--- config.mk ---
export PLATFORM = sky130hd
export DESIGN_NAME = mep_iter
export DESIGN_NICKNAME = d
export VERILOG_FILES = /design/src/mep_pkg.sv /design/src/mep_iter.sv
export SDC_FILE = /design/constraint.sdc
export NUM_CORES = 1
export LEC_CHECK = 0
export BUFFER_PORTS_ARGS = -buffer_cell sky130_fd_sc_hd__buf_2
export CORE_MARGIN = 5
export CORE_UTILIZATION = 30
export CTS_CLUSTER_SIZE = 28
export DETAILED_ROUTE_END_ITERATION = 16
export HOLD_SLACK_MARGIN = 0.02
export PLACE_DENSITY = 0.59
export SLEW_MARGIN = 0
export SYNTH_ARGS = -nofsm -noshare
export SYNTH_HDL_FRONTEND = slang
export SYNTH_SLANG_ARGS = --single-unit
--- constraint.sdc ---
create_clock -name clk -period 6 [get_ports clk]
set_input_delay 0.3 -clock clk [delete_from_list [all_inputs] [get_ports clk]]
set_output_delay 0.3 -clock clk [all_outputs]
set_load 0.03 [all_outputs]
--- src/mep_pkg.sv ---
`timescale 1ns / 1ps
// ---------------------------------------------------------------------------
// mep_pkg: shared types and constants for the escape-time pixel block
// Fixed-point format, register map, FSM states, glyph table and saturation.
// ---------------------------------------------------------------------------
package mep_pkg;

  localparam int COORD_W     = 12;   // column / row port width
  localparam int Q_W         = 32;   // signed Q4.28 word
  localparam int STEP_W      = 31;   // unsigned step registers
  localparam int FRAC_BITS   = 28;
  localparam int PROD_W      = 64;   // full 32x32 product
  localparam int ITER_W      = 7;    // iterations / glyph field width
  localparam int CFG_IDX_W   = 2;

  localparam int MAX_ITER_DEF   = 75;
  localparam int COORD_BITS_DEF = 12;

  localparam logic [Q_W-1:0]    REAL_ORIGIN_RST = 32'hE000_0000;  // -2.0
  localparam logic [STEP_W-1:0] REAL_STEP_RST   = 31'd894785;
  localparam logic [Q_W-1:0]    IMAG_ORIGIN_RST = 32'hE666_6666;  // about -1.6
  localparam logic [STEP_W-1:0] IMAG_STEP_RST   = 31'd2454267;

  // 4.0 in Q8.56
  localparam logic [PROD_W:0] FOUR_Q = 65'd1 << (2 * FRAC_BITS + 2);

  localparam logic signed [65:0] Q_MAX_W = 66'sd2147483647;
  localparam logic signed [65:0] Q_MIN_W = -66'sd2147483648;

  localparam logic [ITER_W-1:0] ITER_CAP    = 7'd127;
  localparam logic [ITER_W-1:0] GLYPH_SPACE = 7'h20;
  localparam logic [ITER_W-1:0] GLYPH_HASH  = 7'h23;

  typedef enum logic [CFG_IDX_W-1:0] {
    REG_REAL_ORIGIN,
    REG_REAL_STEP,
    REG_IMAG_ORIGIN,
    REG_IMAG_STEP
  } mep_reg_t;

  typedef enum logic [2:0] {
    S_IDLE,
    S_MAP_MUL,
    S_MAP_ADD,
    S_SQUARE,
    S_STEP,
    S_EMIT
  } mep_state_t;

  typedef struct packed {
    logic [Q_W-1:0]    real_origin;
    logic [STEP_W-1:0] real_step;
    logic [Q_W-1:0]    imag_origin;
    logic [STEP_W-1:0] imag_step;
  } mep_cfg_t;

  typedef struct packed {
    logic [COORD_W-1:0] column;
    logic [COORD_W-1:0] row;
  } mep_pix_t;

  typedef struct packed {
    logic [ITER_W-1:0] iterations;
    logic              escaped;
    logic [ITER_W-1:0] glyph;
  } mep_res_t;

  // operand pairs for the three multiplier lanes
  typedef struct packed {
    logic [Q_W-1:0] a0;
    logic [Q_W-1:0] b0;
    logic [Q_W-1:0] a1;
    logic [Q_W-1:0] b1;
    logic [Q_W-1:0] a2;
    logic [Q_W-1:0] b2;
  } mep_mul_req_t;

  typedef struct packed {
    logic [PROD_W-1:0] p0;
    logic [PROD_W-1:0] p1;
    logic [PROD_W-1:0] p2;
  } mep_mul_rsp_t;

  function automatic logic [Q_W-1:0] mep_sat_q(input logic signed [65:0] v);
    logic [Q_W-1:0] r;
    if (v > Q_MAX_W) begin
      r = 32'h7FFF_FFFF;
    end else if (v < Q_MIN_W) begin
      r = 32'h8000_0000;
    end else begin
      r = v[Q_W-1:0];
    end
    return r;
  endfunction

  // density ramp " .:+*#@"
  function automatic logic [ITER_W-1:0] mep_shade(input logic [2:0] idx);
    logic [ITER_W-1:0] g;
    unique case (idx)
      3'd0:    g = 7'h20;
      3'd1:    g = 7'h2E;
      3'd2:    g = 7'h3A;
      3'd3:    g = 7'h2B;
      3'd4:    g = 7'h2A;
      3'd5:    g = 7'h23;
      3'd6:    g = 7'h40;
      default: g = 7'h20;
    endcase
    return g;
  endfunction

endpackage

--- src/mep_iter.sv ---
`timescale 1ns / 1ps
// ---------------------------------------------------------------------------
// mep_iter: pixel sequencer and escape-time datapath
// Maps the pixel to c, runs z = z*z + c on the shared multiplier, picks glyph.
// ---------------------------------------------------------------------------
module mep_iter #(
  parameter int MAX_ITER   = mep_pkg::MAX_ITER_DEF,
  parameter int COORD_BITS = mep_pkg::COORD_BITS_DEF
) (
  input  logic                  clk,
  input  logic                  rst,
  input  mep_pkg::mep_cfg_t     cfg,
  input  logic                  in_valid,
  output logic                  in_ready,
  input  mep_pkg::mep_pix_t     pix,
  output mep_pkg::mep_mul_req_t mul_req,
  input  mep_pkg::mep_mul_rsp_t mul_rsp,
  output logic                  out_valid,
  input  logic                  out_ready,
  output mep_pkg::mep_res_t     res
);
  import mep_pkg::*;

  localparam int CNT_W     = $clog2(MAX_ITER + 1);
  localparam int EXT_W     = 11;
  localparam int USE_BITS  = (COORD_BITS < COORD_W) ? COORD_BITS : COORD_W;
  localparam int GLYPH_DIV = MAX_ITER - 21;
  localparam logic [EXT_W-1:0] LATE_LIM = EXT_W'(MAX_ITER - 20);
  localparam logic [CNT_W-1:0] LAST_N   = CNT_W'(MAX_ITER - 1);
  // n >= THR[k]  <=>  floor(6n / GLYPH_DIV) >= k
  localparam logic [EXT_W-1:0] THR [1:6] = '{
    EXT_W'((1 * GLYPH_DIV + 5) / 6),
    EXT_W'((2 * GLYPH_DIV + 5) / 6),
    EXT_W'((3 * GLYPH_DIV + 5) / 6),
    EXT_W'((4 * GLYPH_DIV + 5) / 6),
    EXT_W'((5 * GLYPH_DIV + 5) / 6),
    EXT_W'((6 * GLYPH_DIV + 5) / 6)
  };

  mep_state_t state, state_next;

  logic [COORD_W-1:0] col_q, row_q;
  logic [Q_W-1:0]     cr, ci, zr, zi;
  logic [CNT_W-1:0]   n;
  logic               esc;
  logic               out_load;

  logic signed [45:0] cr_sum, ci_sum;
  logic signed [64:0] re_diff, re_sh, im_dbl, im_sh;
  logic signed [65:0] re_sum, im_sum;
  logic [PROD_W:0]    mag;
  logic               escape;
  logic [Q_W-1:0]     zr_next, zi_next;

  logic [EXT_W-1:0]   n_ext;
  logic [2:0]         shade_v;
  logic [ITER_W-1:0]  glyph_sel, iters_sel;

  // ---- next state
  always_comb begin
    state_next = state;
    unique case (state)
      S_IDLE:    if (in_valid) state_next = S_MAP_MUL;
      S_MAP_MUL: state_next = S_MAP_ADD;
      S_MAP_ADD: state_next = S_SQUARE;
      S_SQUARE:  state_next = S_STEP;
      S_STEP: begin
        if (escape || n == LAST_N) state_next = S_EMIT;
        else                       state_next = S_SQUARE;
      end
      S_EMIT:    if (out_load) state_next = S_IDLE;
      default:   state_next = S_IDLE;
    endcase
  end

  // ---- control outputs and multiplier operand select
  always_comb begin
    in_ready = (state == S_IDLE);
    out_load = (state == S_EMIT) && (!out_valid || out_ready);
    if (state == S_MAP_MUL) begin
      mul_req.a0 = Q_W'(col_q);
      mul_req.b0 = {1'b0, cfg.real_step};
      mul_req.a1 = Q_W'(row_q);
      mul_req.b1 = {1'b0, cfg.imag_step};
      mul_req.a2 = '0;
      mul_req.b2 = '0;
    end else begin
      mul_req.a0 = zr;
      mul_req.b0 = zr;
      mul_req.a1 = zi;
      mul_req.b1 = zi;
      mul_req.a2 = zr;
      mul_req.b2 = zi;
    end
  end

  // ---- datapath
  always_comb begin
    // c = origin + coord * step (products are below 2^43)
    cr_sum = $signed({{14{cfg.real_origin[Q_W-1]}}, cfg.real_origin})
           + $signed({2'b00, mul_rsp.p0[43:0]});
    ci_sum = $signed({{14{cfg.imag_origin[Q_W-1]}}, cfg.imag_origin})
           + $signed({2'b00, mul_rsp.p1[43:0]});

    // zr*zr and zi*zi are non-negative squares
    mag    = {1'b0, mul_rsp.p0} + {1'b0, mul_rsp.p1};
    escape = (mag >= FOUR_Q);

    re_diff = $signed({mul_rsp.p0[PROD_W-1], mul_rsp.p0})
            - $signed({mul_rsp.p1[PROD_W-1], mul_rsp.p1});
    re_sh   = re_diff >>> FRAC_BITS;
    re_sum  = $signed({re_sh[64], re_sh}) + $signed({{34{cr[Q_W-1]}}, cr});
    zr_next = mep_sat_q(re_sum);

    im_dbl  = $signed({mul_rsp.p2, 1'b0});
    im_sh   = im_dbl >>> FRAC_BITS;
    im_sum  = $signed({im_sh[64], im_sh}) + $signed({{34{ci[Q_W-1]}}, ci});
    zi_next = mep_sat_q(im_sum);
  end

  // ---- glyph and count for the finished pixel
  always_comb begin
    n_ext   = {{(EXT_W - CNT_W){1'b0}}, n};
    shade_v = 3'd0;
    for (int k = 1; k <= 6; k++) begin
      if (n_ext >= THR[k]) shade_v = shade_v + 3'd1;
    end
    priority if (!esc) begin
      glyph_sel = GLYPH_SPACE;
    end else if (n_ext > LATE_LIM) begin
      glyph_sel = GLYPH_HASH;
    end else begin
      glyph_sel = mep_shade(3'd6 - shade_v);
    end
    iters_sel = (n_ext > EXT_W'(ITER_CAP)) ? ITER_CAP : n_ext[ITER_W-1:0];
  end

  // ---- control registers
  always_ff @(posedge clk) begin
    if (rst) begin
      state     <= S_IDLE;
      out_valid <= 1'b0;
    end else begin
      state <= state_next;
      if (out_load)       out_valid <= 1'b1;
      else if (out_ready) out_valid <= 1'b0;
    end
  end

  // ---- payload registers
  always_ff @(posedge clk) begin
    if (in_valid && in_ready) begin
      col_q <= COORD_W'(pix.column[USE_BITS-1:0]);
      row_q <= COORD_W'(pix.row[USE_BITS-1:0]);
    end
    if (state == S_MAP_ADD) begin
      cr  <= mep_sat_q(66'(cr_sum));
      ci  <= mep_sat_q(66'(ci_sum));
      zr  <= '0;
      zi  <= '0;
      n   <= '0;
      esc <= 1'b0;
    end
    if (state == S_STEP) begin
      if (escape) begin
        esc <= 1'b1;
      end else begin
        zr <= zr_next;
        zi <= zi_next;
        n  <= n + CNT_W'(1);
      end
    end
    if (out_load) begin
      res.iterations <= iters_sel;
      res.escaped    <= esc;
      res.glyph      <= glyph_sel;
    end
  end

`ifndef SYNTHESIS
  a_step_count: assert property (@(posedge clk) disable iff (rst)
    (state == S_STEP) |-> (n < CNT_W'(MAX_ITER)))
    else $error("iteration count ran past the limit");

  a_esc_count: assert property (@(posedge clk) disable iff (rst)
    (state == S_EMIT && esc) |-> (n < CNT_W'(MAX_ITER)))
    else $error("escaped pixel reports a full count");

  a_noesc_count: assert property (@(posedge clk) disable iff (rst)
    (state == S_EMIT && !esc) |-> (n == CNT_W'(MAX_ITER)))
    else $error("bounded pixel finished early");

  a_accept_map: assert property (@(posedge clk) disable iff (rst)
    (in_valid && in_ready) |=> (state == S_MAP_MUL && !in_ready))
    else $error("accepted pixel did not start mapping");
`endif

endmodule
==> out/results.ini <==
[pwr]
pwr-share-clk = 0.198
ir_drop_mv = 0.2035
power.share.switching = 0.4312
total_power_mw = 5.699
comb_power_share = 0.552
power.switching_mw = 2.457
leakagePower_nw = 14.55
power-per-cell-area_nw_per_um2 = 197.1
seq_power_share = 0.250
internal_power_mw = 3.242

[clocking]
cts_tree = yes
ctsLongestPathBuffers = 2
root_buffer = clkbuf_16
clock_latency_ns = 0.47
htree_num_levels = 4
clk_pin_slew_ns = 0.07
cts_sinks = 179
cts_buffers = 17

[logic_synthesis]
synth_cells = 2963
seq_area_frac_synth = 0.2010
ys.flop_type = edfxtp_1
yosysUniqueCellTypes = 82
syn_area_um2 = 22950
yosysMostFrequentCell = a21oi_1
synth_fp_nets = 3617
synth_edf_count = 103
synth_top_area_share = 0.1652
async_flop_share = 0
synth_top_cell_by_area = ha_1
synth.avg_cell_area_um2 = 7.747
synth_area_leaders = ha_1 (17%), edfxtp_1 (13%), a21oi_1 (7.4%), dfxtp_1 (6.6%), a21o_1 (6.1%)
yosys_warnings = 0
ys_seq_elements = 179
synth_commonest_cells = a21oi_1 (338), ha_1 (303), nand2_1 (297)

[drt]
vias = 24300
via_per_inst = 5.229
first_pass_iters = 5
drt-total-wl_mm = 93.63
drtIter0Drc = 1554
ant_nets = 0
wl_per_cell_um = 20.15
drc = 0

[timing]
fmax_mhz = 172.3
period_minus_slack_ns = 5.805
whs_ns = 0.06408
worstMarginPinSlew_ns = 1.193
slew_viol_final = 0
fin_tns_setup_ns = 0
setup_slack_ns = 0.1948
hold_viol_final = 0
fin_crit_sh = 0.9675
max-slew-margin-rel = 0.2046
fin_worst_skew_ns = 0.01854
setup_viol = 0

[grt]
globalRouteOverflowTotal = 0
grt_pass1_vias = 22640
grt_max_degree = 87
grt_usage = 0.2139
antenna_found_initial = 23
grt_pass1_wl_mm = 137.2

[floorplan]
coreArea_um2 = 75950
initial_utilization = 0.3022
pin_count = 555
die_w_um = 286.6
dieHeight_um = 286.6
die-area_um2 = 82150
rows = 101

[place]
dp.cells = 4573
dpl.hpwl_mm = 79.78
place_congestion = 0.9574
pre_cts_ws_ns = -0.6148
port_buffers = 527
placed_cell_area_um2 = 27780

[worst_setup_path]
path_max_fanout = 15
critical-path-max-stage-delay_ns = 0.38
path_class = input port to flop
cp-start-kind = input port
end_kind = flop
worst_ep_arrival_time_ns = 6.20
cp_slowest_cell = o41ai_4
cp.required_ns = 6.39
crit_path_frequent_cell = buf_4

[layout]
nets = 4246
layout-drive-gt1-share = 0.2488
fin_area_um2 = 28920
layout.cells.non_filler = 4646
post-route-util = 0.3808
syn_to_final_growth_pct = 26.00

[outcome]
status = complete, no violations

[hold_path]
hold_class = input port to flop

[job]
max-cap-violations = 0

[final cells by class]
class | instances | area [um2]
fillers | 7914 | 47030
multi-input cells | 2404 | 16940
clock inverters | 15 | 150.1
flip-flops and latches | 179 | 4614
well taps | 1030 | 1289
repair buffers | 786 | 4707
inverters | 204 | 765.7
clock buffers | 17 | 425.4
diodes | 11 | 27.53
[path summary, 6_finish.rpt]
check	startpoint	endpoint	slack, ns	cells after the start
max reg2reg	iters_sel[1]	res[1]	0.97	20
min reg2reg	zi[31]	zi[31]	0.46	2
max	mul_rsp[83]	zr[18]	0.19	34
min	rst	out_valid	0.06	2
[repair_timing]
action	in CTS	in global routing
hold buffers	24	0
setup buffers	0	5
setup endpoints to repair	30	31
resized for setup	3	43
endpoints found under the hold margin	24	0
pin swaps	0	23
cloned	0	1
[placed cells by master, fill, tap and decap left out, types with 9 or more instances in the layout]
cell type and instances:
mux2i_1 11, o211ai_1 16, ha_4 9, or3_1 14, buf_2 526, dfxtp_1 76, nor3_1 45, o21a_1 25
o31ai_1 23, o211ai_2 29, nor2_1 153, xnor2_1 121, diode_2 11, dlygate4sd3_1 24, a31oi_1 30, nand3_1 66
and2_1 59, a21o_1 186, buf_4 229, nor2b_1 37, nand3b_1 35, a21oi_1 333, clkbuf_16 18, xor2_1 69
a211oi_1 13, or2_2 9, and3_1 19, inv_1 197, nand2_1 297, nor4_1 21, o21bai_1 40, nand2b_1 38
o21ai_0 173, edfxtp_1 103, a221oi_1 10, ha_1 294, nand4_1 49
[critical path: cells and delay by family]
kind	cells	cell delay, ns
buffers and inverters	10	1.44
AND/OR/NAND/NOR	5	0.76
XOR/XNOR	2	0.40
adder cells (fa/ha/maj)	2	0.61
AO/OA/AOI/OAI	15	2.68
[metal layers]
metal	GRT usage	wire, um
met2	0.3368	41320
met4	0.05684	2326
met3	0.03757	6351
met5	0	103
met1	0.3023	43530
[state kept, by name (all words and copies together), names as in the netlist]
name       flops
esc            1
zi            32
iters_sel      7
res           15
out_valid      1
ci            32
row_q         12
cr            32
col_q         12
zr            32
state          3
[logic make-up (layout without fill, tap and decap cells)]
group / count (synthesis) / in the layout / share of synthesized area
buffers and inverters: 380 / 1022 / 0.07168
xor gates and xnor gates: 190 / 190 / 0.07250
and+or+nand+nor: 882 / 882 / 0.1923
DFF: 179 / 179 / 0.2010
adders and majority gates: 308 / 308 / 0.1695
AOI/OAI and AO/OA: 1009 / 1009 / 0.2862
other: 0 / 11 / 0
muxes: 15 / 15 / 0.006759
[power by group through the flow]
stage,Combinational [mW],Clock [mW],Sequential (mW)
6_report,3.15,1.13,1.42
5_1_grt,3.44,1.21,1.43
4_1_cts,3.07,1.16,1.42
3_5_place_dp,3.04,0,1.45
3_3_place_gp,3.04,0,1.45
2_1_floorplan,1.90,0,1.43
No activity file was read; power rests on OpenSTA's default activity.
